==> src/assert_macros.svh <==
// assertion macros used by the top level rtl file
// no dependencies; expects a clock named aclk and reset aresetn in scope
`ifndef ASSERT_MACROS_SVH
`define ASSERT_MACROS_SVH

// checked while out of reset
`define CHC_ASSERT(lbl, prop, msg) \
    lbl: assert property (@(posedge aclk) disable iff (!aresetn) prop) else $error(msg);

// checked on every edge, reset included
`define CHC_ASSERT_ALWAYS(lbl, prop, msg) \
    lbl: assert property (@(posedge aclk) prop) else $error(msg);

`endif

==> src/chc_pkg.sv <==
// types, codes and constants of the cons heap copying collector
// used by the controller, the datapath and the top level
package chc_pkg;

    localparam int HEAP_WORDS = 4096;
    localparam int IDX_W      = 12;
    localparam int ADDR_W     = IDX_W + 1;     // space bit on top of the index
    localparam int FREE_W     = 13;
    localparam int MAX_ROOTS  = 64;
    localparam int RC_W       = 7;
    localparam int SS_W       = 6;
    localparam int WORD_W     = 32;
    localparam int MIN_FREE   = 2;
    localparam int IN_W       = 80;
    localparam int OUT_W      = 48;

    localparam logic [1:0] TAG_PAIR = 2'd1;
    localparam logic [1:0] TAG_BH   = 2'd2;
    localparam logic [WORD_W-1:0] BROKEN_HEART = 32'h8000_0000;
    localparam logic [WORD_W-1:0] PAIR_BASE    = 32'h4000_0000;

    localparam logic [3:0] ACT_CONS     = 4'd0;
    localparam logic [3:0] ACT_READ_CAR = 4'd1;
    localparam logic [3:0] ACT_READ_CDR = 4'd2;
    localparam logic [3:0] ACT_SET_CAR  = 4'd3;
    localparam logic [3:0] ACT_SET_CDR  = 4'd4;
    localparam logic [3:0] ACT_GET_ROOT = 4'd5;
    localparam logic [3:0] ACT_SET_ROOT = 4'd6;
    localparam logic [3:0] ACT_COLLECT  = 4'd7;
    localparam logic [3:0] ACT_PUSH     = 4'd8;
    localparam logic [3:0] ACT_POP      = 4'd9;

    localparam logic [1:0] ST_OK   = 2'd0;
    localparam logic [1:0] ST_PAIR = 2'd1;
    localparam logic [1:0] ST_EXH  = 2'd2;
    localparam logic [1:0] ST_ROOT = 2'd3;

    localparam logic [2:0] REG_ROOT_COUNT = 3'd0;
    localparam logic [2:0] REG_STACK_SLOT = 3'd4;

    typedef enum logic [5:0] {
        CMD_NOP, CMD_CLEAR, CMD_LOAD, CMD_OUT,
        CMD_RD_A, CMD_RES_CAR, CMD_RES_CDR, CMD_WR_CAR_A, CMD_WR_CDR_A,
        CMD_RD_RI, CMD_RD_SS, CMD_WR_ROOT_B,
        CMD_ST_PAIR, CMD_ST_ROOT, CMD_ST_GC,
        CMD_A_RDCAR, CMD_B_RDCAR, CMD_ALLOC, CMD_WR_SS_RES,
        CMD_POP_V, CMD_POP_NX,
        CMD_GC_INIT, CMD_GC_RD_ROOT, CMD_GC_WR_ROOT, CMD_GC_SETFREE, CMD_GC_FLIP,
        CMD_W_A, CMD_W_B, CMD_A_W, CMD_B_W,
        CMD_RL_RD, CMD_RL_CHK, CMD_RL_FWD,
        CMD_SC_RD, CMD_W_RDCAR, CMD_W_RDCDR, CMD_SC_WCAR, CMD_SC_WCDR, CMD_SC_INC
    } cmd_op_t;

    typedef enum logic [4:0] {
        S_CLEAR, S_IDLE, S_DISPATCH, S_RDRES, S_ROOTRES,
        S_PUSH1, S_PUSH2, S_PUSH3, S_PUSH_WR, S_ALLOC,
        S_POP1, S_POP2, S_POP3, S_POP4,
        S_GC_INIT, S_GC_ROOT, S_GC_ROOTW, S_GC_SETFREE, S_GC_PA, S_GC_PB,
        S_RL_START, S_RL_CHK, S_RL_FWD, S_RL_END,
        S_SC_LOOP, S_SC_CARW, S_SC_CDR, S_SC_CDRW, S_SC_NEXT,
        S_GC_FLIP, S_GC_ST, S_DONE
    } state_t;

    typedef enum logic [1:0] {
        RET_PCAR, RET_PCDR, RET_SCAR, RET_SCDR
    } ret_t;

    typedef struct packed {
        cmd_op_t op;
    } ctl_cmd_t;

    typedef struct packed {
        logic [3:0] act;
        logic       a_valid;
        logic       w_valid;
        logic       rd_bh;
        logic       free_full;
        logic       need_gc;
        logic       scan_lt_r;
        logic       scan_live;
        logic       ri_ok;
        logic       ss_ok;
        logic       clr_last;
        logic       out_free;
    } dp_status_t;

endpackage

==> src/chc_ctrl.sv <==
// sequencer of the collector: one micro command per cycle to the datapath
// depends on chc_pkg
module chc_ctrl (
    input  logic                aclk,
    input  logic                aresetn,
    input  chc_pkg::dp_status_t dp_st,
    input  logic                s_tvalid,
    output logic                s_tready,
    output chc_pkg::ctl_cmd_t   cmd
);
    import chc_pkg::*;

    state_t state_reg, state_next;
    ret_t   ret_reg, ret_next;

    always_ff @(posedge aclk) begin
        if (!aresetn) begin
            state_reg <= S_CLEAR;
            ret_reg   <= RET_PCAR;
        end else begin
            state_reg <= state_next;
            ret_reg   <= ret_next;
        end
    end

    always_comb begin
        state_next = state_reg;
        ret_next   = ret_reg;
        cmd.op     = CMD_NOP;
        s_tready   = 1'b0;
        unique case (state_reg)
            S_CLEAR: begin
                cmd.op = CMD_CLEAR;
                if (dp_st.clr_last) state_next = S_IDLE;
            end
            S_IDLE: begin
                s_tready = 1'b1;
                if (s_tvalid) begin
                    cmd.op     = CMD_LOAD;
                    state_next = S_DISPATCH;
                end
            end
            S_DISPATCH: begin
                state_next = S_DONE;
                unique case (dp_st.act)
                    ACT_CONS: state_next = dp_st.need_gc ? S_GC_INIT : S_ALLOC;
                    ACT_READ_CAR, ACT_READ_CDR: begin
                        if (!dp_st.a_valid) cmd.op = CMD_ST_PAIR;
                        else begin
                            cmd.op     = CMD_RD_A;
                            state_next = S_RDRES;
                        end
                    end
                    ACT_SET_CAR: cmd.op = dp_st.a_valid ? CMD_WR_CAR_A : CMD_ST_PAIR;
                    ACT_SET_CDR: cmd.op = dp_st.a_valid ? CMD_WR_CDR_A : CMD_ST_PAIR;
                    ACT_GET_ROOT: begin
                        if (!dp_st.ri_ok) cmd.op = CMD_ST_ROOT;
                        else begin
                            cmd.op     = CMD_RD_RI;
                            state_next = S_ROOTRES;
                        end
                    end
                    ACT_SET_ROOT: cmd.op = dp_st.ri_ok ? CMD_WR_ROOT_B : CMD_ST_ROOT;
                    ACT_COLLECT: state_next = S_GC_INIT;
                    ACT_PUSH: begin
                        if (!(dp_st.ri_ok && dp_st.ss_ok)) cmd.op = CMD_ST_ROOT;
                        else begin
                            cmd.op     = CMD_RD_RI;
                            state_next = S_PUSH1;
                        end
                    end
                    ACT_POP: begin
                        if (!(dp_st.ri_ok && dp_st.ss_ok)) cmd.op = CMD_ST_ROOT;
                        else begin
                            cmd.op     = CMD_RD_SS;
                            state_next = S_POP1;
                        end
                    end
                    default: state_next = S_DONE;
                endcase
            end
            S_RDRES: begin
                cmd.op     = (dp_st.act == ACT_READ_CAR) ? CMD_RES_CAR : CMD_RES_CDR;
                state_next = S_DONE;
            end
            S_ROOTRES: begin
                cmd.op     = CMD_RES_CAR;
                state_next = S_DONE;
            end
            S_PUSH1: begin
                cmd.op     = CMD_A_RDCAR;
                state_next = S_PUSH2;
            end
            S_PUSH2: begin
                cmd.op     = CMD_RD_SS;
                state_next = S_PUSH3;
            end
            S_PUSH3: begin
                cmd.op     = CMD_B_RDCAR;
                state_next = dp_st.need_gc ? S_GC_INIT : S_ALLOC;
            end
            S_ALLOC: begin
                cmd.op     = CMD_ALLOC;
                state_next = (dp_st.act == ACT_PUSH) ? S_PUSH_WR : S_DONE;
            end
            S_PUSH_WR: begin
                cmd.op     = CMD_WR_SS_RES;
                state_next = S_DONE;
            end
            S_POP1: begin
                cmd.op     = CMD_A_RDCAR;
                state_next = S_POP2;
            end
            S_POP2: begin
                if (!dp_st.a_valid) begin
                    cmd.op     = CMD_ST_PAIR;
                    state_next = S_DONE;
                end else begin
                    cmd.op     = CMD_RD_A;
                    state_next = S_POP3;
                end
            end
            S_POP3: begin
                cmd.op     = CMD_POP_V;
                state_next = S_POP4;
            end
            S_POP4: begin
                cmd.op     = CMD_POP_NX;
                state_next = S_DONE;
            end
            S_GC_INIT: begin
                cmd.op     = CMD_GC_INIT;
                state_next = S_GC_ROOT;
            end
            S_GC_ROOT: begin
                if (dp_st.scan_lt_r) begin
                    cmd.op     = CMD_GC_RD_ROOT;
                    state_next = S_GC_ROOTW;
                end else begin
                    state_next = S_GC_SETFREE;
                end
            end
            S_GC_ROOTW: begin
                cmd.op     = CMD_GC_WR_ROOT;
                state_next = S_GC_ROOT;
            end
            S_GC_SETFREE: begin
                cmd.op     = CMD_GC_SETFREE;
                state_next = (dp_st.act == ACT_COLLECT) ? S_SC_LOOP : S_GC_PA;
            end
            S_GC_PA: begin
                cmd.op     = CMD_W_A;
                ret_next   = RET_PCAR;
                state_next = S_RL_START;
            end
            S_GC_PB: begin
                cmd.op     = CMD_W_B;
                ret_next   = RET_PCDR;
                state_next = S_RL_START;
            end
            // relocation of the word register, shared by all callers
            S_RL_START: begin
                if (dp_st.w_valid) begin
                    cmd.op     = CMD_RL_RD;
                    state_next = S_RL_CHK;
                end else begin
                    state_next = S_RL_END;
                end
            end
            S_RL_CHK: begin
                cmd.op     = CMD_RL_CHK;
                state_next = (dp_st.rd_bh || dp_st.free_full) ? S_RL_END : S_RL_FWD;
            end
            S_RL_FWD: begin
                cmd.op     = CMD_RL_FWD;
                state_next = S_RL_END;
            end
            S_RL_END: begin
                unique case (ret_reg)
                    RET_PCAR: begin
                        cmd.op     = CMD_A_W;
                        state_next = S_GC_PB;
                    end
                    RET_PCDR: begin
                        cmd.op     = CMD_B_W;
                        state_next = S_SC_LOOP;
                    end
                    RET_SCAR: begin
                        cmd.op     = CMD_SC_WCAR;
                        state_next = S_SC_CDR;
                    end
                    RET_SCDR: begin
                        cmd.op     = CMD_SC_WCDR;
                        state_next = S_SC_NEXT;
                    end
                endcase
            end
            S_SC_LOOP: begin
                if (dp_st.scan_live) begin
                    cmd.op     = CMD_SC_RD;
                    state_next = S_SC_CARW;
                end else begin
                    state_next = S_GC_FLIP;
                end
            end
            S_SC_CARW: begin
                cmd.op     = CMD_W_RDCAR;
                ret_next   = RET_SCAR;
                state_next = S_RL_START;
            end
            S_SC_CDR: begin
                // root slots carry no live cdr
                if (!dp_st.scan_lt_r) begin
                    cmd.op     = CMD_SC_RD;
                    state_next = S_SC_CDRW;
                end else begin
                    state_next = S_SC_NEXT;
                end
            end
            S_SC_CDRW: begin
                cmd.op     = CMD_W_RDCDR;
                ret_next   = RET_SCDR;
                state_next = S_RL_START;
            end
            S_SC_NEXT: begin
                cmd.op     = CMD_SC_INC;
                state_next = S_SC_LOOP;
            end
            S_GC_FLIP: begin
                cmd.op     = CMD_GC_FLIP;
                state_next = (dp_st.act == ACT_COLLECT) ? S_GC_ST : S_ALLOC;
            end
            S_GC_ST: begin
                cmd.op     = CMD_ST_GC;
                state_next = S_DONE;
            end
            S_DONE: begin
                if (dp_st.out_free) begin
                    cmd.op     = CMD_OUT;
                    state_next = S_IDLE;
                end
            end
            default: state_next = S_IDLE;
        endcase
    end

endmodule

==> config.mk <==
export PLATFORM = sky130hd
export DESIGN_NAME = chc_ctrl
export DESIGN_NICKNAME = d
export VERILOG_FILES = /design/src/assert_macros.svh /design/src/chc_pkg.sv /design/src/chc_ctrl.sv
export SDC_FILE = /design/constraint.sdc
export NUM_CORES = 1
export LEC_CHECK = 0
export ABC_AREA = 0
export BUFFER_PORTS_ARGS = -buffer_cell sky130_fd_sc_hd__buf_2
export CAP_MARGIN = 25
export CORE_ASPECT_RATIO = 0.8
export CORE_MARGIN = 2
export CORE_UTILIZATION = 63
export CTS_CLUSTER_DIAMETER = 200
export CTS_CLUSTER_SIZE = 30
export DETAILED_ROUTE_END_ITERATION = 10
export HOLD_SLACK_MARGIN = 0.06
export PLACE_DENSITY = 0.94
export SYNTH_ARGS = -nofsm -noshare
export SYNTH_HDL_FRONTEND = slang
export SYNTH_SLANG_ARGS = --single-unit
==> constraint.sdc <==
create_clock -name aclk -period 3.9 [get_ports aclk]
set_input_delay 0.78 -clock aclk [delete_from_list [all_inputs] [get_ports aclk]]
set_output_delay 0.78 -clock aclk [all_outputs]
set_load 0.02 [all_outputs]
# After elaboration in Yosys (flattened, before gate mapping)
# Cells that the tools add are included.
[totals] in_bits=18 output_inout_bits=7 register_bits=7 wordCells=99
[classes] mux=39 n_reduce_logical=12 n_eq_ne=46
[op_table] op="$pmux W6 S31" count=1
[op_table] op="$pmux W5 S24" count=1
[op_table] op="$eq A5 B5 Y1 const B" count=16
[op_table] op="$mux W5" count=12
[op_table] op="$eq A5 B4 Y1 const B" count=8
[op_table] op="$pmux W5 S6" count=1
[op_table] op="$pmux W4 S7" count=1
[op_table] op="$mux W3" count=8
[op_table] op="$pmux W6 S4" count=1
[op_table] op="$eq A5 B3 Y1 const B" count=4
[op_table] op="$pmux W5 S4" count=1
[op_table] op="$eq A4 B3 Y1 const B" count=4
[op_table] op="$mux W4" count=3
[op_table] op="$mux W6" count=2
[op_table] op="$eq A5 B2 Y1 const B" count=2
[op_table] op="$eq A4 B2 Y1 const B" count=2
[op_table] op="$eq A4 B4 Y1 const B" count=2
[op_table] op="$mux W2" count=4
[op_table] op="$pmux W2 S4" count=1
[op_table] op="$ne A2 B2 Y1 const B" count=3
[op_table] op="$reduce_or A2 Y1" count=3
[op_table] op="$eq A5 B1 Y1 const B" count=1
[op_table] op="$logic_not A5 Y1" count=1
[op_table] op="$reduce_or A5 Y1" count=1
[op_table] op="other kinds (11)" count=14

# Longest topological paths before layout
[depth] ltp_word=4 mapped_depth=8

# Least setup slack after synthesis
# No wires, ideal clock.
[synth_path] kind="input to output" startpoint="input dp_st[14] (netlist name)" endpoint="output cmd[2] (netlist name)" arrival_time_ns=1.995 path_stages=5 slack_ns=1.125 cell_sequence="clkbuf_1 clkbuf_1 a21oi_1 o2111a_1 a221o_1"
[synth_rtl] item="start: declaration" line_no="chc_ctrl.sv:6" rtl="input chc_pkg::dp_status_t dp_st,"
[synth_rtl] item="end: declaration" line_no="chc_ctrl.sv:9" rtl="output chc_pkg::ctl_cmd_t cmd"

==> flow_summary.toml <==
[sta]
slew_headroom = 0.3993
fmax_ghz = 0.3002
drv_slew = 0
finalClockSkew_ps = 12.28
rsz0062_at_grt = "false"
final.setup.tns_ps = 0
setup_viol = 0
hold_violations = 0
period_share = 0.8541
worst_slew_pin_slew_ps = 899.9
period_needed_ps = 3331
holdWs_ps = 611.5

[clock_tree]
root_buffer = "clkbuf_4"
clockBufferDepth = 2
htreeDepth = 1
cts_tree = "yes"
postCtsResizedCells = 0
cts_sinks = 7
post_cts_buffers = 0
clk_pin_slew_worst_paths_ps = 60
clock_latency_ps = 250
cts_buffers = 3
hold_buffers = 0

[yosys]
ys_warn_count = 0
synthDistinctLibCells = 55
ys_seq_area_frac = 0.07932
synthXorXnorAreaFrac = 0
synth.avg_cell_area_um2 = 6.009
synthCells = 294
synth_area_um2 = 1767
synthFlopType = "dfxtp_1"
synth_compound_area_frac = 0.4405
synthArstFlopShare = 0
synthAdderAreaFrac = 0
ys_ff_latch = 7
synth_mux_area_frac = 0.01133
synth_top_family_by_area = "compound AO/OA/AOI/OAI gates"
synth-edff-count = 0
syn-num-nets = 312
synth-simple-area-share = 0.3676

[floorplan]
rows = 17
coreArea_um2 = 2723
ios = 25
die_width_um = 63.21
initial_core_util = 0.6489
die-area_um2 = 3247
die_h_um = 51.37

[cells_and_area]
stdcell_count = 338
num_antenna_cells = 0
layout-drive-gt1-share = 0.1267
nFillCells = 238
largest_register_ffs = 5
nets = 319
areaGrowthSynthToFinish_pct = 7.011

[detailed_routing]
ant_nets = 0
wire_per_inst_um = 17.41
num_vias = 2528
drt_iter0_drc = 636
viasPerCell = 7.479
wirelength_um = 5886
dr.pass1.iters = 9
drc_errors = 0

[worst_setup_path]
arrival_ps = 2550
crit_path_start_kind = "register"
critPathCaptureType = "output port"
path_class = "register to output port"
worstPathRequired_ps = 3120
worst-path-max-fanout = 27

[run_status]
status = "finished clean"

[job]
drv_cap = 0

[place]
port-buffer-count = 24
dp.cells = 334
gp_routability_congestion = 1.025
hpwlAfterDp_um = 4269

[power]
peakVddDrop_mv = 0.4040
p_per_area_nw_per_um2 = 620.8
p_leak_nw = 0.7024
finalPower_mw = 1.174

[global_routing]
grt_pass1_wl_um = 9390
grt_pass1_vias = 1983
grt_start_max_net_pins = 29
grtUsageTotal = 0.3568
grt-ovfl-total = 0
antenna_found_initial = 0

[min_path]
hp-class = "register to register"
-- cells in the mapped netlist (all sizes together), types with 3 or more instances --
cell type	n	area, µm²
nand2	30	112.6
a21oi	29	145.1
o21ai	29	145.1
nor2	24	90.09
clkbuf	19	71.32
buf	12	66.32
nand3	12	60.06
nor2b	12	75.07
inv	10	37.54
nor3	8	40.04
a211oi	7	52.55
a31oi	7	43.79
dfxtp	7	140.1
nand2b	6	37.54
o22ai	6	37.54
a22oi	5	37.54
and2	5	31.28
a21o	4	30.03
and3	4	25.02
nand4	4	25.02
nor4b	4	50.05
nor4	3	18.77
o31a	3	26.28
o41ai	3	26.28
or3	3	18.77
-- logic make-up (layout without fill, tap and decap cells) --
group                  after synthesis  after routing
buffers and inverters               42             48
AO/OA/AOI/OAI                      120            120
AND/OR/NAND/NOR                    123            123
flip-flops                           7              7
multiplexers                         2              2
-- path summary, 6_finish.rpt --
path / slack, ps / end / startpoint / cells after the start
worst max-delay path: 570 / cmd[0] / state_reg[1] / 7
worst min-delay path: 610 / ret_reg[1] / ret_reg[1] / 2
worst max register to register: 1270 / state_reg[2] / state_reg[1] / 5
worst min register to register: 610 / ret_reg[1] / ret_reg[1] / 2
-- critical path, cell delays in order, from the launching register on --
cell       delay, ps
dfxtp_1          870
buf_4            310
nor2_1           120
nand3_1          150
a21boi_0         110
a2111oi_0        410
nand3_1          140
buf_2            180
-- stage by stage --
stage / area (µm²) / setup slack, ps / utilization
2_1_floorplan: 1767 / 1125 / -
3_3_place_gp: 1864 / 957.9 / 0.6847
3_5_place_dp: 1864 / 882.7 / 0.6847
4_1_cts: 1891 / 648.0 / 0.6944
5_1_grt: 1891 / 408.8 / 0.6944
6_report: 1891 / 569.2 / 0.6944
-- cells in the final DEF, fill, tap and decap left out, drive strengths merged, types with 3 or more instances in the layout --
cell | Yosys | final
a211oi | 7 | 7
a21o | 4 | 4
a21oi | 29 | 29
a22oi | 5 | 5
a31oi | 7 | 7
and2 | 5 | 5
and3 | 4 | 4
buf | 12 | 33
clkbuf | 19 | 4
dfxtp | 7 | 7
inv | 10 | 10
nand2 | 30 | 30
nand2b | 6 | 6
nand3 | 12 | 12
nand4 | 4 | 4
nor2 | 24 | 24
nor2b | 12 | 12
nor3 | 8 | 8
nor4 | 3 | 3
nor4b | 4 | 4
o21ai | 29 | 29
o22ai | 6 | 6
o31a | 3 | 3
o41ai | 3 | 3
or3 | 3 | 3
-- metal layers --
layer  track usage  up-vias  wire length [µm]
met5             0        -                 0
met4       0.07971        0               281
met3       0.07489       60              1034
met2        0.5621      277              2384
met1        0.5013     1075              2186
li1              -     1116                 -
-- cell type report --
class                      count  area (µm²)  share of cell area
sequential                     7       140.1             0.07412
clock buffer                   4       26.28             0.01390
multi-input combinational    245        1448              0.7657
tap                           38       47.55             0.02515
timing repair buffer          33       187.7             0.09927
inverter                      11       41.29             0.02184
-- power by group --
group	switching (mW)	internal, mW
registers	0.109	0.0925
logic	0.565	0.342
clock network	0.0266	0.0391
No activity file was read; power rests on OpenSTA's default activity.
